**src/rtl/rms_level_db_meter_unit_macros.svh**
```systemverilog
// ---------------------------------------------------------------------------
// rms level meter assertion macros
// shared concurrent assertion forms, clocked on clk and disabled in reset
// ---------------------------------------------------------------------------
`ifndef RMS_LEVEL_DB_METER_UNIT_MACROS_SVH
`define RMS_LEVEL_DB_METER_UNIT_MACROS_SVH

// same-cycle implication
`define RLM_ASSERT_IMP(lbl, ante, cons) \
  lbl: assert property (@(posedge clk) disable iff (rst) (ante) |-> (cons)) \
    else $error("rlm assertion failed");

// next-cycle implication
`define RLM_ASSERT_NXT(lbl, ante, cons) \
  lbl: assert property (@(posedge clk) disable iff (rst) (ante) |=> (cons)) \
    else $error("rlm assertion failed");

`endif

```
**src/rtl/rlm_pkg.sv**
```systemverilog
// ---------------------------------------------------------------------------
// rlm_pkg
// widths, level threshold table and token type of the rms level meter
// ---------------------------------------------------------------------------
package rlm_pkg;

  localparam int SAMPLE_W   = 10;
  localparam int SQUARE_W   = 15;
  localparam int SQUARE_MAX = 32767;
  localparam int LEVEL_W    = 7;

  // reciprocal scaling used for the divide by the window root
  localparam int RECIP_SHIFT = 20;

  localparam int NUM_THRESH = 55;
  localparam int LVL_CNT_W  = $clog2(NUM_THRESH + 1);
  // sum width at the largest window (64 entries)
  localparam int LVL_SUM_W  = 21;

  localparam logic [SAMPLE_W-1:0] MIDSCALE_RESET = 10'd512;
  localparam logic signed [LEVEL_W-1:0] SILENT_LEVEL = -7'sd8;

  // level L holds when sum >= ceil(6.25 * 10^(L/10))
  localparam logic [LVL_SUM_W-1:0] DB_THRESH [NUM_THRESH] = '{
    21'd8, 21'd10, 21'd13, 21'd16, 21'd20, 21'd25, 21'd32, 21'd40, 21'd50, 21'd63,
    21'd79, 21'd100, 21'd125, 21'd157, 21'd198, 21'd249, 21'd314, 21'd395, 21'd497,
    21'd625, 21'd787, 21'd991, 21'd1248, 21'd1570, 21'd1977, 21'd2489, 21'd3133,
    21'd3944, 21'd4965, 21'd6250, 21'd7869, 21'd9906, 21'd12471, 21'd15700,
    21'd19765, 21'd24882, 21'd31325, 21'd39435, 21'd49646, 21'd62500, 21'd78683,
    21'd99056, 21'd124704, 21'd156993, 21'd197643, 21'd248817, 21'd313243,
    21'd394349, 21'd496456, 21'd625000, 21'd786829, 21'd990559, 21'd1247039,
    21'd1569930, 21'd1976424
  };

  typedef struct packed {
    logic                 valid;
    logic [LVL_SUM_W-1:0] sum;
    logic [LVL_CNT_W-1:0] count;
  } lvl_token_t;

  // levels for sums below the first threshold
  function automatic logic signed [LEVEL_W-1:0] small_level(input logic [2:0] s);
    logic signed [LEVEL_W-1:0] lvl;
    case (s)
      3'd0:    lvl = SILENT_LEVEL;
      3'd1:    lvl = -7'sd7;
      3'd2:    lvl = -7'sd4;
      3'd3:    lvl = -7'sd3;
      3'd4:    lvl = -7'sd1;
      default: lvl = 7'sd0;
    endcase
    return lvl;
  endfunction

endpackage

```
**src/rtl/rlm_if.sv**
```systemverilog
// ---------------------------------------------------------------------------
// rlm channel interfaces
// valid/ready channels for samples, results and the midscale write
// ---------------------------------------------------------------------------
interface rlm_sample_if;
  import rlm_pkg::*;
  logic                valid;
  logic                ready;
  logic [SAMPLE_W-1:0] sample;
  modport source(output valid, output sample, input ready);
  modport sink(input valid, input sample, output ready);
endinterface

interface rlm_result_if;
  import rlm_pkg::*;
  logic                      valid;
  logic                      ready;
  logic signed [LEVEL_W-1:0] level_db;
  logic                      silent;
  modport source(output valid, output level_db, output silent, input ready);
  modport sink(input valid, input level_db, input silent, output ready);
endinterface

interface rlm_cfg_if;
  import rlm_pkg::*;
  logic                valid;
  logic                ready;
  logic [SAMPLE_W-1:0] midscale;
  modport source(output valid, output midscale, input ready);
  modport sink(input valid, input midscale, output ready);
endinterface

```
**src/rtl/rms_level_db_meter_unit.sv**
```systemverilog
// ---------------------------------------------------------------------------
// rms_level_db_meter_unit
// moving-window rms level meter giving whole decibels once per window
// ---------------------------------------------------------------------------
//  channel   dir  word                     handshake
//  cfg       in   midscale [9:0]           valid/ready, ready always high
//  samples   in   sample [9:0]             valid/ready
//  results   out  level_db [6:0], silent   valid/ready, one per window
//
//  one sample per cycle unless the pipe holds; a result follows every WINDOW_ROOT^2 samples
//  from sample to result the data passes the front stages, the chain of level
//  cells (one threshold per cell) and the output register
//  reset clears the window cells, the sum, the slot count and all valid bits
//  the whole pipe holds only when the last level cell has a result and the
//  output register is still full and not taken
// ---------------------------------------------------------------------------
`include "rms_level_db_meter_unit_macros.svh"

module rms_level_db_meter_unit #(
  parameter int WINDOW_ROOT = 4
) (
  input  logic          clk,
  input  logic          rst,
  rlm_cfg_if.sink       cfg,
  rlm_sample_if.sink    samples,
  rlm_result_if.source  results
);
  import rlm_pkg::*;

  localparam int WIN_LEN = WINDOW_ROOT * WINDOW_ROOT;
  localparam int CNT_W   = $clog2(WIN_LEN);
  localparam int SUM_MAX = WIN_LEN * SQUARE_MAX;
  localparam int SUM_W   = $clog2(SUM_MAX + 1);
  localparam logic [CNT_W-1:0] LAST_SLOT = CNT_W'(WIN_LEN - 1);

  logic [SAMPLE_W-1:0] midscale;
  logic                adv;
  logic                sq_valid;
  logic [SQUARE_W-1:0] sq;
  logic [SQUARE_W-1:0] ring_q [WIN_LEN];
  logic                ring_shift;
  logic [SUM_W-1:0]    window_sum;
  logic [SUM_W-1:0]    window_sum_next;
  logic [CNT_W-1:0]    ring_count;
  lvl_token_t          tok [NUM_THRESH+1];
  lvl_token_t          tok_last;
  logic                out_load;
  logic                tok_small;

  // midscale register
  assign cfg.ready = 1'b1;

  always_ff @(posedge clk) begin
    if (rst) begin
      midscale <= MIDSCALE_RESET;
    end else if (cfg.valid) begin
      midscale <= cfg.midscale;
    end
  end

  // stall only when a finished level has nowhere to go
  assign adv           = !(tok_last.valid && results.valid && !results.ready);
  assign samples.ready = adv;

  rlm_square_front #(
    .WINDOW_ROOT(WINDOW_ROOT)
  ) u_front (
    .clk      (clk),
    .rst      (rst),
    .adv      (adv),
    .in_valid (samples.valid),
    .sample   (samples.sample),
    .midscale (midscale),
    .sq_valid (sq_valid),
    .sq       (sq)
  );

  // window cells, last cell holds the oldest square
  assign ring_shift = adv && sq_valid;

  for (genvar i = 0; i < WIN_LEN; i++) begin : g_ring
    rlm_ring_cell u_cell (
      .clk   (clk),
      .rst   (rst),
      .shift (ring_shift),
      .d     ((i == 0) ? sq : ring_q[(i == 0) ? 0 : i-1]),
      .q     (ring_q[i])
    );
  end

  assign window_sum_next = window_sum - SUM_W'(ring_q[WIN_LEN-1]) + SUM_W'(sq);

  always_ff @(posedge clk) begin
    if (rst) begin
      window_sum <= '0;
      ring_count <= '0;
    end else if (ring_shift) begin
      window_sum <= window_sum_next;
      ring_count <= (ring_count == LAST_SLOT) ? '0 : ring_count + 1'b1;
    end
  end

  // a full window enters the level chain
  assign tok[0].valid = ring_shift && (ring_count == LAST_SLOT);
  assign tok[0].sum   = LVL_SUM_W'(window_sum_next);
  assign tok[0].count = '0;

  for (genvar k = 0; k < NUM_THRESH; k++) begin : g_level
    rlm_level_cell #(
      .INDEX(k)
    ) u_cell (
      .clk (clk),
      .rst (rst),
      .adv (adv),
      .d   (tok[k]),
      .q   (tok[k+1])
    );
  end

  assign tok_last  = tok[NUM_THRESH];
  assign tok_small = (tok_last.sum[LVL_SUM_W-1:3] == '0);
  assign out_load  = adv && tok_last.valid;

  // output register
  always_ff @(posedge clk) begin
    if (rst) begin
      results.valid <= 1'b0;
    end else if (out_load) begin
      results.valid <= 1'b1;
    end else if (results.ready) begin
      results.valid <= 1'b0;
    end
  end

  always_ff @(posedge clk) begin
    if (out_load) begin
      results.level_db <= tok_small ? small_level(tok_last.sum[2:0])
                                    : $signed(LEVEL_W'(tok_last.count));
      results.silent   <= (tok_last.sum == '0);
    end
  end

  `RLM_ASSERT_IMP(a_silent_level, results.valid && results.silent, results.level_db == SILENT_LEVEL)
  `RLM_ASSERT_IMP(a_loud_level, results.valid && !results.silent, results.level_db != SILENT_LEVEL)
  `RLM_ASSERT_IMP(a_sum_bound, 1'b1, window_sum <= SUM_W'(SUM_MAX))
  `RLM_ASSERT_NXT(a_hold_sum, !adv, $stable(window_sum) && $stable(ring_count))
  `RLM_ASSERT_NXT(a_wrap_token, ring_shift && ring_count == LAST_SLOT, tok[1].valid)

endmodule

```
**src/rtl/rlm_square_front.sv**
```systemverilog
// ---------------------------------------------------------------------------
// rlm_square_front
// offset removal, divide by window root and saturating square, three stages
// ---------------------------------------------------------------------------
module rlm_square_front #(
  parameter int WINDOW_ROOT = 4
) (
  input  logic                         clk,
  input  logic                         rst,
  input  logic                         adv,
  input  logic                         in_valid,
  input  logic [rlm_pkg::SAMPLE_W-1:0] sample,
  input  logic [rlm_pkg::SAMPLE_W-1:0] midscale,
  output logic                         sq_valid,
  output logic [rlm_pkg::SQUARE_W-1:0] sq
);
  import rlm_pkg::*;

  localparam int MAG_MAX = (1 << SAMPLE_W) - 1;
  localparam int QUOT_W  = $clog2(MAG_MAX / WINDOW_ROOT + 1);
  localparam int RECIP   = ((1 << RECIP_SHIFT) + WINDOW_ROOT - 1) / WINDOW_ROOT;
  localparam int RECIP_W = $clog2(RECIP + 1);
  localparam int PROD_W  = SAMPLE_W + RECIP_W;
  localparam int SQF_W   = 2 * QUOT_W;
  localparam int CMP_W   = (SQF_W > SQUARE_W) ? SQF_W : SQUARE_W;

  logic [SAMPLE_W:0]   diff;
  logic [SAMPLE_W:0]   diff_neg;
  logic [SAMPLE_W-1:0] mag;
  logic                mag_valid;
  logic [PROD_W-1:0]   prod;
  logic [QUOT_W-1:0]   quot;
  logic                quot_valid;
  logic [SQF_W-1:0]    sq_full;
  logic [CMP_W-1:0]    sq_ext;

  // sign drops out in the square, so only the magnitude is carried
  assign diff     = {1'b0, sample} - {1'b0, midscale};
  assign diff_neg = -diff;

  // ceil reciprocal is exact for every 10-bit magnitude at this shift
  assign prod     = PROD_W'(mag) * PROD_W'(RECIP);
  assign sq_full  = SQF_W'(quot) * SQF_W'(quot);
  assign sq_ext   = CMP_W'(sq_full);

  always_ff @(posedge clk) begin
    if (rst) begin
      mag_valid  <= 1'b0;
      quot_valid <= 1'b0;
      sq_valid   <= 1'b0;
    end else if (adv) begin
      mag_valid  <= in_valid;
      quot_valid <= mag_valid;
      sq_valid   <= quot_valid;
    end
  end

  always_ff @(posedge clk) begin
    if (adv) begin
      mag  <= diff[SAMPLE_W] ? diff_neg[SAMPLE_W-1:0] : diff[SAMPLE_W-1:0];
      quot <= prod[RECIP_SHIFT +: QUOT_W];
      sq   <= (sq_ext > CMP_W'(SQUARE_MAX)) ? SQUARE_W'(SQUARE_MAX) : sq_ext[SQUARE_W-1:0];
    end
  end

endmodule

```
**src/rtl/rlm_ring_cell.sv**
```systemverilog
// ---------------------------------------------------------------------------
// rlm_ring_cell
// one slot of the square window, shifts toward the oldest end per sample
// ---------------------------------------------------------------------------
module rlm_ring_cell (
  input  logic                         clk,
  input  logic                         rst,
  input  logic                         shift,
  input  logic [rlm_pkg::SQUARE_W-1:0] d,
  output logic [rlm_pkg::SQUARE_W-1:0] q
);
  import rlm_pkg::*;

  always_ff @(posedge clk) begin
    if (rst) begin
      q <= '0;
    end else if (shift) begin
      q <= d;
    end
  end

endmodule

```
**src/rtl/rlm_level_cell.sv**
```systemverilog
// ---------------------------------------------------------------------------
// rlm_level_cell
// one threshold compare of the level chain, bumps the count when passed
// ---------------------------------------------------------------------------
module rlm_level_cell #(
  parameter int INDEX = 0
) (
  input  logic                clk,
  input  logic                rst,
  input  logic                adv,
  input  rlm_pkg::lvl_token_t d,
  output rlm_pkg::lvl_token_t q
);
  import rlm_pkg::*;

  localparam logic [LVL_SUM_W-1:0] THRESH = DB_THRESH[INDEX];

  logic pass;

  assign pass = (d.sum >= THRESH);

  // only the valid bit is reset, the payload follows it
  always_ff @(posedge clk) begin
    if (rst) begin
      q.valid <= 1'b0;
    end else if (adv) begin
      q.valid <= d.valid;
    end
    if (adv) begin
      q.sum   <= d.sum;
      q.count <= d.count + LVL_CNT_W'(pass);
    end
  end

endmodule
```
**src/flat_wrapper.sv**
```systemverilog
// flat-port wrapper written by rule: the top's interface ports become plain ports
module rms_level_db_meter_unit_flat import rlm_pkg::*;
#(
  parameter int WINDOW_ROOT = 4
)
  (clk, rst, cfg_valid, cfg_midscale, cfg_ready, samples_valid, samples_sample, samples_ready, results_valid, results_level_db, results_silent, results_ready);
  rlm_cfg_if cfg_i ();
  rlm_sample_if samples_i ();
  rlm_result_if results_i ();
  input  logic clk;
  input  logic rst;
  input wire logic [$bits(cfg_i.valid)-1:0] cfg_valid;
  input wire logic [$bits(cfg_i.midscale)-1:0] cfg_midscale;
  output wire logic [$bits(cfg_i.ready)-1:0] cfg_ready;
  input wire logic [$bits(samples_i.valid)-1:0] samples_valid;
  input wire logic [$bits(samples_i.sample)-1:0] samples_sample;
  output wire logic [$bits(samples_i.ready)-1:0] samples_ready;
  output wire logic [$bits(results_i.valid)-1:0] results_valid;
  output wire logic [$bits(results_i.level_db)-1:0] results_level_db;
  output wire logic [$bits(results_i.silent)-1:0] results_silent;
  input wire logic [$bits(results_i.ready)-1:0] results_ready;
  assign cfg_i.valid = cfg_valid;
  assign cfg_i.midscale = cfg_midscale;
  assign cfg_ready = cfg_i.ready;
  assign samples_i.valid = samples_valid;
  assign samples_i.sample = samples_sample;
  assign samples_ready = samples_i.ready;
  assign results_valid = results_i.valid;
  assign results_level_db = results_i.level_db;
  assign results_silent = results_i.silent;
  assign results_i.ready = results_ready;
  rms_level_db_meter_unit #(.WINDOW_ROOT(WINDOW_ROOT)) u_core (.clk(clk), .rst(rst), .cfg(cfg_i), .samples(samples_i), .results(results_i));
endmodule
```
**config.mk**
```make
export PLATFORM = sky130hd
export DESIGN_NAME = rms_level_db_meter_unit_flat
export DESIGN_NICKNAME = d
export VERILOG_FILES = /design/src/rtl/rlm_pkg.sv /design/src/rtl/rlm_if.sv /design/src/rtl/rms_level_db_meter_unit.sv /design/src/rtl/rlm_square_front.sv /design/src/rtl/rlm_ring_cell.sv /design/src/rtl/rlm_level_cell.sv /design/src/flat_wrapper.sv
export VERILOG_INCLUDE_DIRS = /design/src /design/src/rtl
export SDC_FILE = /design/constraint.sdc
export NUM_CORES = 2
export LEC_CHECK = 0
export BUFFER_PORTS_ARGS = -buffer_cell sky130_fd_sc_hd__buf_2
export CAP_MARGIN = 0
export CORE_ASPECT_RATIO = 0.5
export CORE_MARGIN = 4
export CORE_UTILIZATION = 48
export DETAILED_ROUTE_END_ITERATION = 10
export GPL_TIMING_DRIVEN = 1
export PLACE_DENSITY_LB_ADDON = 0.25
export SYNTH_ARGS = -nofsm -noshare
export SYNTH_HDL_FRONTEND = slang
export SYNTH_SLANG_ARGS = --single-unit
```
**constraint.sdc**
```tcl
create_clock -name clk -period 60.5 [get_ports clk]
set_clock_uncertainty 0.15 [all_clocks]
set_input_delay 3.025 -clock clk [delete_from_list [all_inputs] [get_ports clk]]
set_output_delay 3.025 -clock clk [all_outputs]
set_load 0.01 [all_outputs]
```
==> results by group <==
Worst setup path
  • WP data required: 57,320 ps
  • Max incr delay on CP: 910 ps
  • Worst path cell trace: buf_2 -> nor2b_1 -> and2_2 -> inv_8 -> buf_2
  • Worst Setup Start Kind: input pin
  • Critical Path Most Common Cell: buf_2
  • Crit Path Max Fanout: 59
  • CP max-delay cell: and2_2
  • R2R depth: 15
  • Crit Path Class: in -> out
  • Worst r2r dst: u_core.u_front.sq[2]
  • Setup crit end kind: output port
  • R2R setup slack: 54,590 ps
  • Crit path DAT: 4860 ps
  • Worst reg2reg path startpoint: u_core.u_front.quot[5]

Pwr
  • Static Leak: 25.1 nW
  • Power Dens Cells: 51.8 nW/um^2
  • Worst vdd ir: 0.0000636 V

Detailed routing
  • Routed WL per cell: between 10 and 15 um
  • Met3 wire length: 3.43 mm
  • Routed Antenna Nets: 0
  • DRT iter0 DRCs: 2,323
  • Pre-antenna DRT Iters: 5
  • DRC Markers: 0
  • Routed wl met2: 47.5 mm
  • WL met1: 37.7 mm
  • Final wirelength: 90.6 mm
  • Via/cell ratio: roughly 5.1
  • Highest metal used: met4
  • Vias post-DR: 31,176

Layout
  • Final net count: 4,447
  • Fill cell count: 10,400
  • Syn-to-layout area delta: 10.9%
  • Share of cells above drive strength 1: 6.63%
  • Area of the multi-input gates: 13,300 sq um
  • Register area: 48,700 sq um

Die
  • Area of the die: around 140,000 sq um
  • Die W: 520 um
  • Initial Util: 48.6%
  • Die height: 264 um
  • Core Region: 129,000 sq um
  • I/O Pins: 36
  • Core Rows: 93

Placement
  • HPWL after detailed placement: 54.5 mm
  • IO buf count: 34
  • Gpl congestion: ~0.76
  • Setup WS pre-CTS: between 50,000 and 60,000 ps

Global route
  • Largest net degree at the start of global routing: between 200 and 250
  • Grt ovf: 0
  • Number of antenna violations at the first check in global routing: 2
  • Tot GR Track Use: 13.1%
  • First-pass GRT wire length: 149 mm
  • Vias in the first global route: 31,461

STA
  • Unrepaired setup endpoints after global routing: false
  • Minimum clock period after layout: about 8000 ps
  • Final worst setup slack: between 50,000 and 60,000 ps
  • Max-slew violation count: 0
  • Period utilisation layout: 13.3%
  • Slew Limit Headroom: 22.4%
  • Sum Neg Setup Slack: 0 ps
  • Peak Freq: 0.125 GHz
  • Final hold violation count: 0
  • Final setup violation count: 0
  • Worst Tran Pin Value: 1160 ps
  • Hold_ws: 248 ps

Logic synthesis
  • Post-synthesis cell count: 4,137
  • Post-Syn Nets: 4,358
  • Main flop type after synthesis: edfxtp_1
  • Synthesized flop and latch total: 1,731
  • Asr flop ratio synth: 0%
  • Mean Syn Cell Area: about 15 sq um
  • Share of the yosys chip area belonging to registers: 77.4%
  • Synth Cell Area: 62,800 sq um
  • Post-synth EDFFs: 1,399
  • Yosys warnings: 0
  • Synth cell types: 63

Clock network
  • # hold bufs at CTS: 0
  • Clock Latency Late Sink: around 760 ps
  • Root Buffer: clkbuf_16
  • Clk pin slew, worst setup/hold paths: 60 ps
  • CTS Sinks: 1,731
  • TritonCTS clock tree: yes
  • Clock Tree Buf Depth: 3
  • CTS Buf Count: 147
  • Post-CTS Setup Bufs: 0
  • Post-CTS Resized: 0
  • # H-tree levels: 4

Hold path
  • Hold Crit Endpoint: u_core.g_level[53].u_cell.q[0]
  • Hold Path Stages: 0
  • Worst Hold Class: reg -> reg
  • Min-Delay Startpoint: u_core.g_level[52].u_cell.q[0]

Job
  • Max cap viols: 0

Outcome
  • Status: complete, no violations
## worst max path at each step
stage | startpoint | endpoint | slack [ps]
CTS | results_ready | samples_ready | 52440
floorplan | results_ready | samples_ready | 16350
global route | results_ready | samples_ready | 52270
detailed placement | results_ready | u_core.g_level[54].u_cell.q[9] | 52200
finish | results_ready | samples_ready | 52470
global placement | results_ready | u_core.g_level[54].u_cell.q[10] | 52420
## state kept, by name, indices dropped and copies added, names as in the netlist
register	cells
u_core.u_front.mag	8
u_core.results.level_db	7
u_core.midscale	10
u_core.results.valid	1
u_core.u_front.sq_valid	1
u_core.u_front.quot	8
u_core.ring_count	4
u_core.window_sum	19
u_core.g_level.u_cell.q	1415
u_core.u_front.quot_valid	1
u_core.u_front.mag_valid	1
u_core.results.silent	1
u_core.u_front.sq	15
u_core.g_ring.u_cell.q	240
## metal layers
metal | GRT usage, % | up-vias
met5 | 0 | -
met4 | 4.04 | 0
met3 | 3.06 | 144
met2 | 23.8 | 347
met1 | 15.3 | 15366
li1 | - | 15319
## Yosys cell counts, types with 41 or more instances
cell | n | area share (%)
nor4_1 | 75 | 0.75
nand3_1 | 141 | 1.1
nor3_1 | 41 | 0.33
xor2_1 | 87 | 1.2
inv_1 | 125 | 0.75
edfxtp_1 | 1399 | 67
fa_1 | 41 | 1.3
nand2_1 | 699 | 4.2
and3_1 | 41 | 0.41
ha_1 | 155 | 3.1
a21oi_1 | 360 | 2.9
o21ai_0 | 46 | 0.37
clkbuf_1 | 106 | 0.63
nor2_1 | 87 | 0.52
dfxtp_1 | 332 | 11
xnor2_1 | 138 | 1.9
## placed cells by master, fill, tap and decap left out, types with 18 or more instances in the layout
cell type / synthesis / routed
a21oi_1: 360 / 360
and2_1: 24 / 22
and3_1: 41 / 41
buf_2: 0 / 33
buf_4: 1 / 18
clkbuf_1: 106 / 34
clkbuf_16: 0 / 148
clkinv_1: 0 / 26
clkinv_2: 0 / 24
dfxtp_1: 332 / 332
edfxtp_1: 1399 / 1399
fa_1: 41 / 41
ha_1: 155 / 155
inv_1: 125 / 124
nand2_1: 699 / 698
nand3_1: 141 / 141
nand4_1: 35 / 35
nor2_1: 87 / 87
nor3_1: 41 / 41
nor4_1: 75 / 75
o21ai_0: 46 / 46
or4_1: 18 / 18
xnor2_1: 138 / 138
xor2_1: 87 / 87
## report_power, final
group          internal (mW)  switching (mW)
Combinational          0.289           0.375
Sequential              1.82           0.208
Clock                  0.498           0.419
## metrics by stage
stage | instances | cell area [sq um] | utilization [%] | total power, mW
floorplan | 4137 | 62800 | - | 2.48
global placement | 5834 | 65000 | 50.2 | 2.69
detailed placement | 5834 | 65000 | 50.2 | 2.73
CTS | 6104 | 69700 | 53.8 | 3.66
global route | 6105 | 69700 | 53.9 | 3.84
finish | 6105 | 69700 | 53.9 | 3.61
## logic make-up (layout without fill, tap and decap cells)
kind of cell | after synthesis | in the layout | synth area share (%)
buffers and inverters | 240 | 450 | 1.44
flip-flops | 1731 | 1731 | 77.4
XOR/XNOR | 225 | 225 | 3.14
AO/OA/AOI/OAI | 519 | 519 | 4.71
adder cells (fa/ha/maj) | 196 | 196 | 4.39
AND/OR/NAND/NOR | 1213 | 1213 | 8.68
multiplexers | 12 | 12 | 0.195
other | 1 | 2 | 0.00597
## worst max-delay path, delay by kind of cell
| kind | cells | cell delay (ps) |
|---|---|---|
| buffers and inverters | 3 | 710 |
| and+or+nand+nor | 2 | 1090 |
## cell type report
cell class	count	area share, %
Clock inverter	82	1.12
Sequential cell	1731	69.8
Clock buffer	188	5.61
Inverter	125	0.684
Timing Repair Buffer	55	0.539
Tap cell	1757	3.15
Antenna cell	1	0.00359
Multi-Input combinational cell	2166	19.1
No activity file was read; power rests on OpenSTA's default activity.
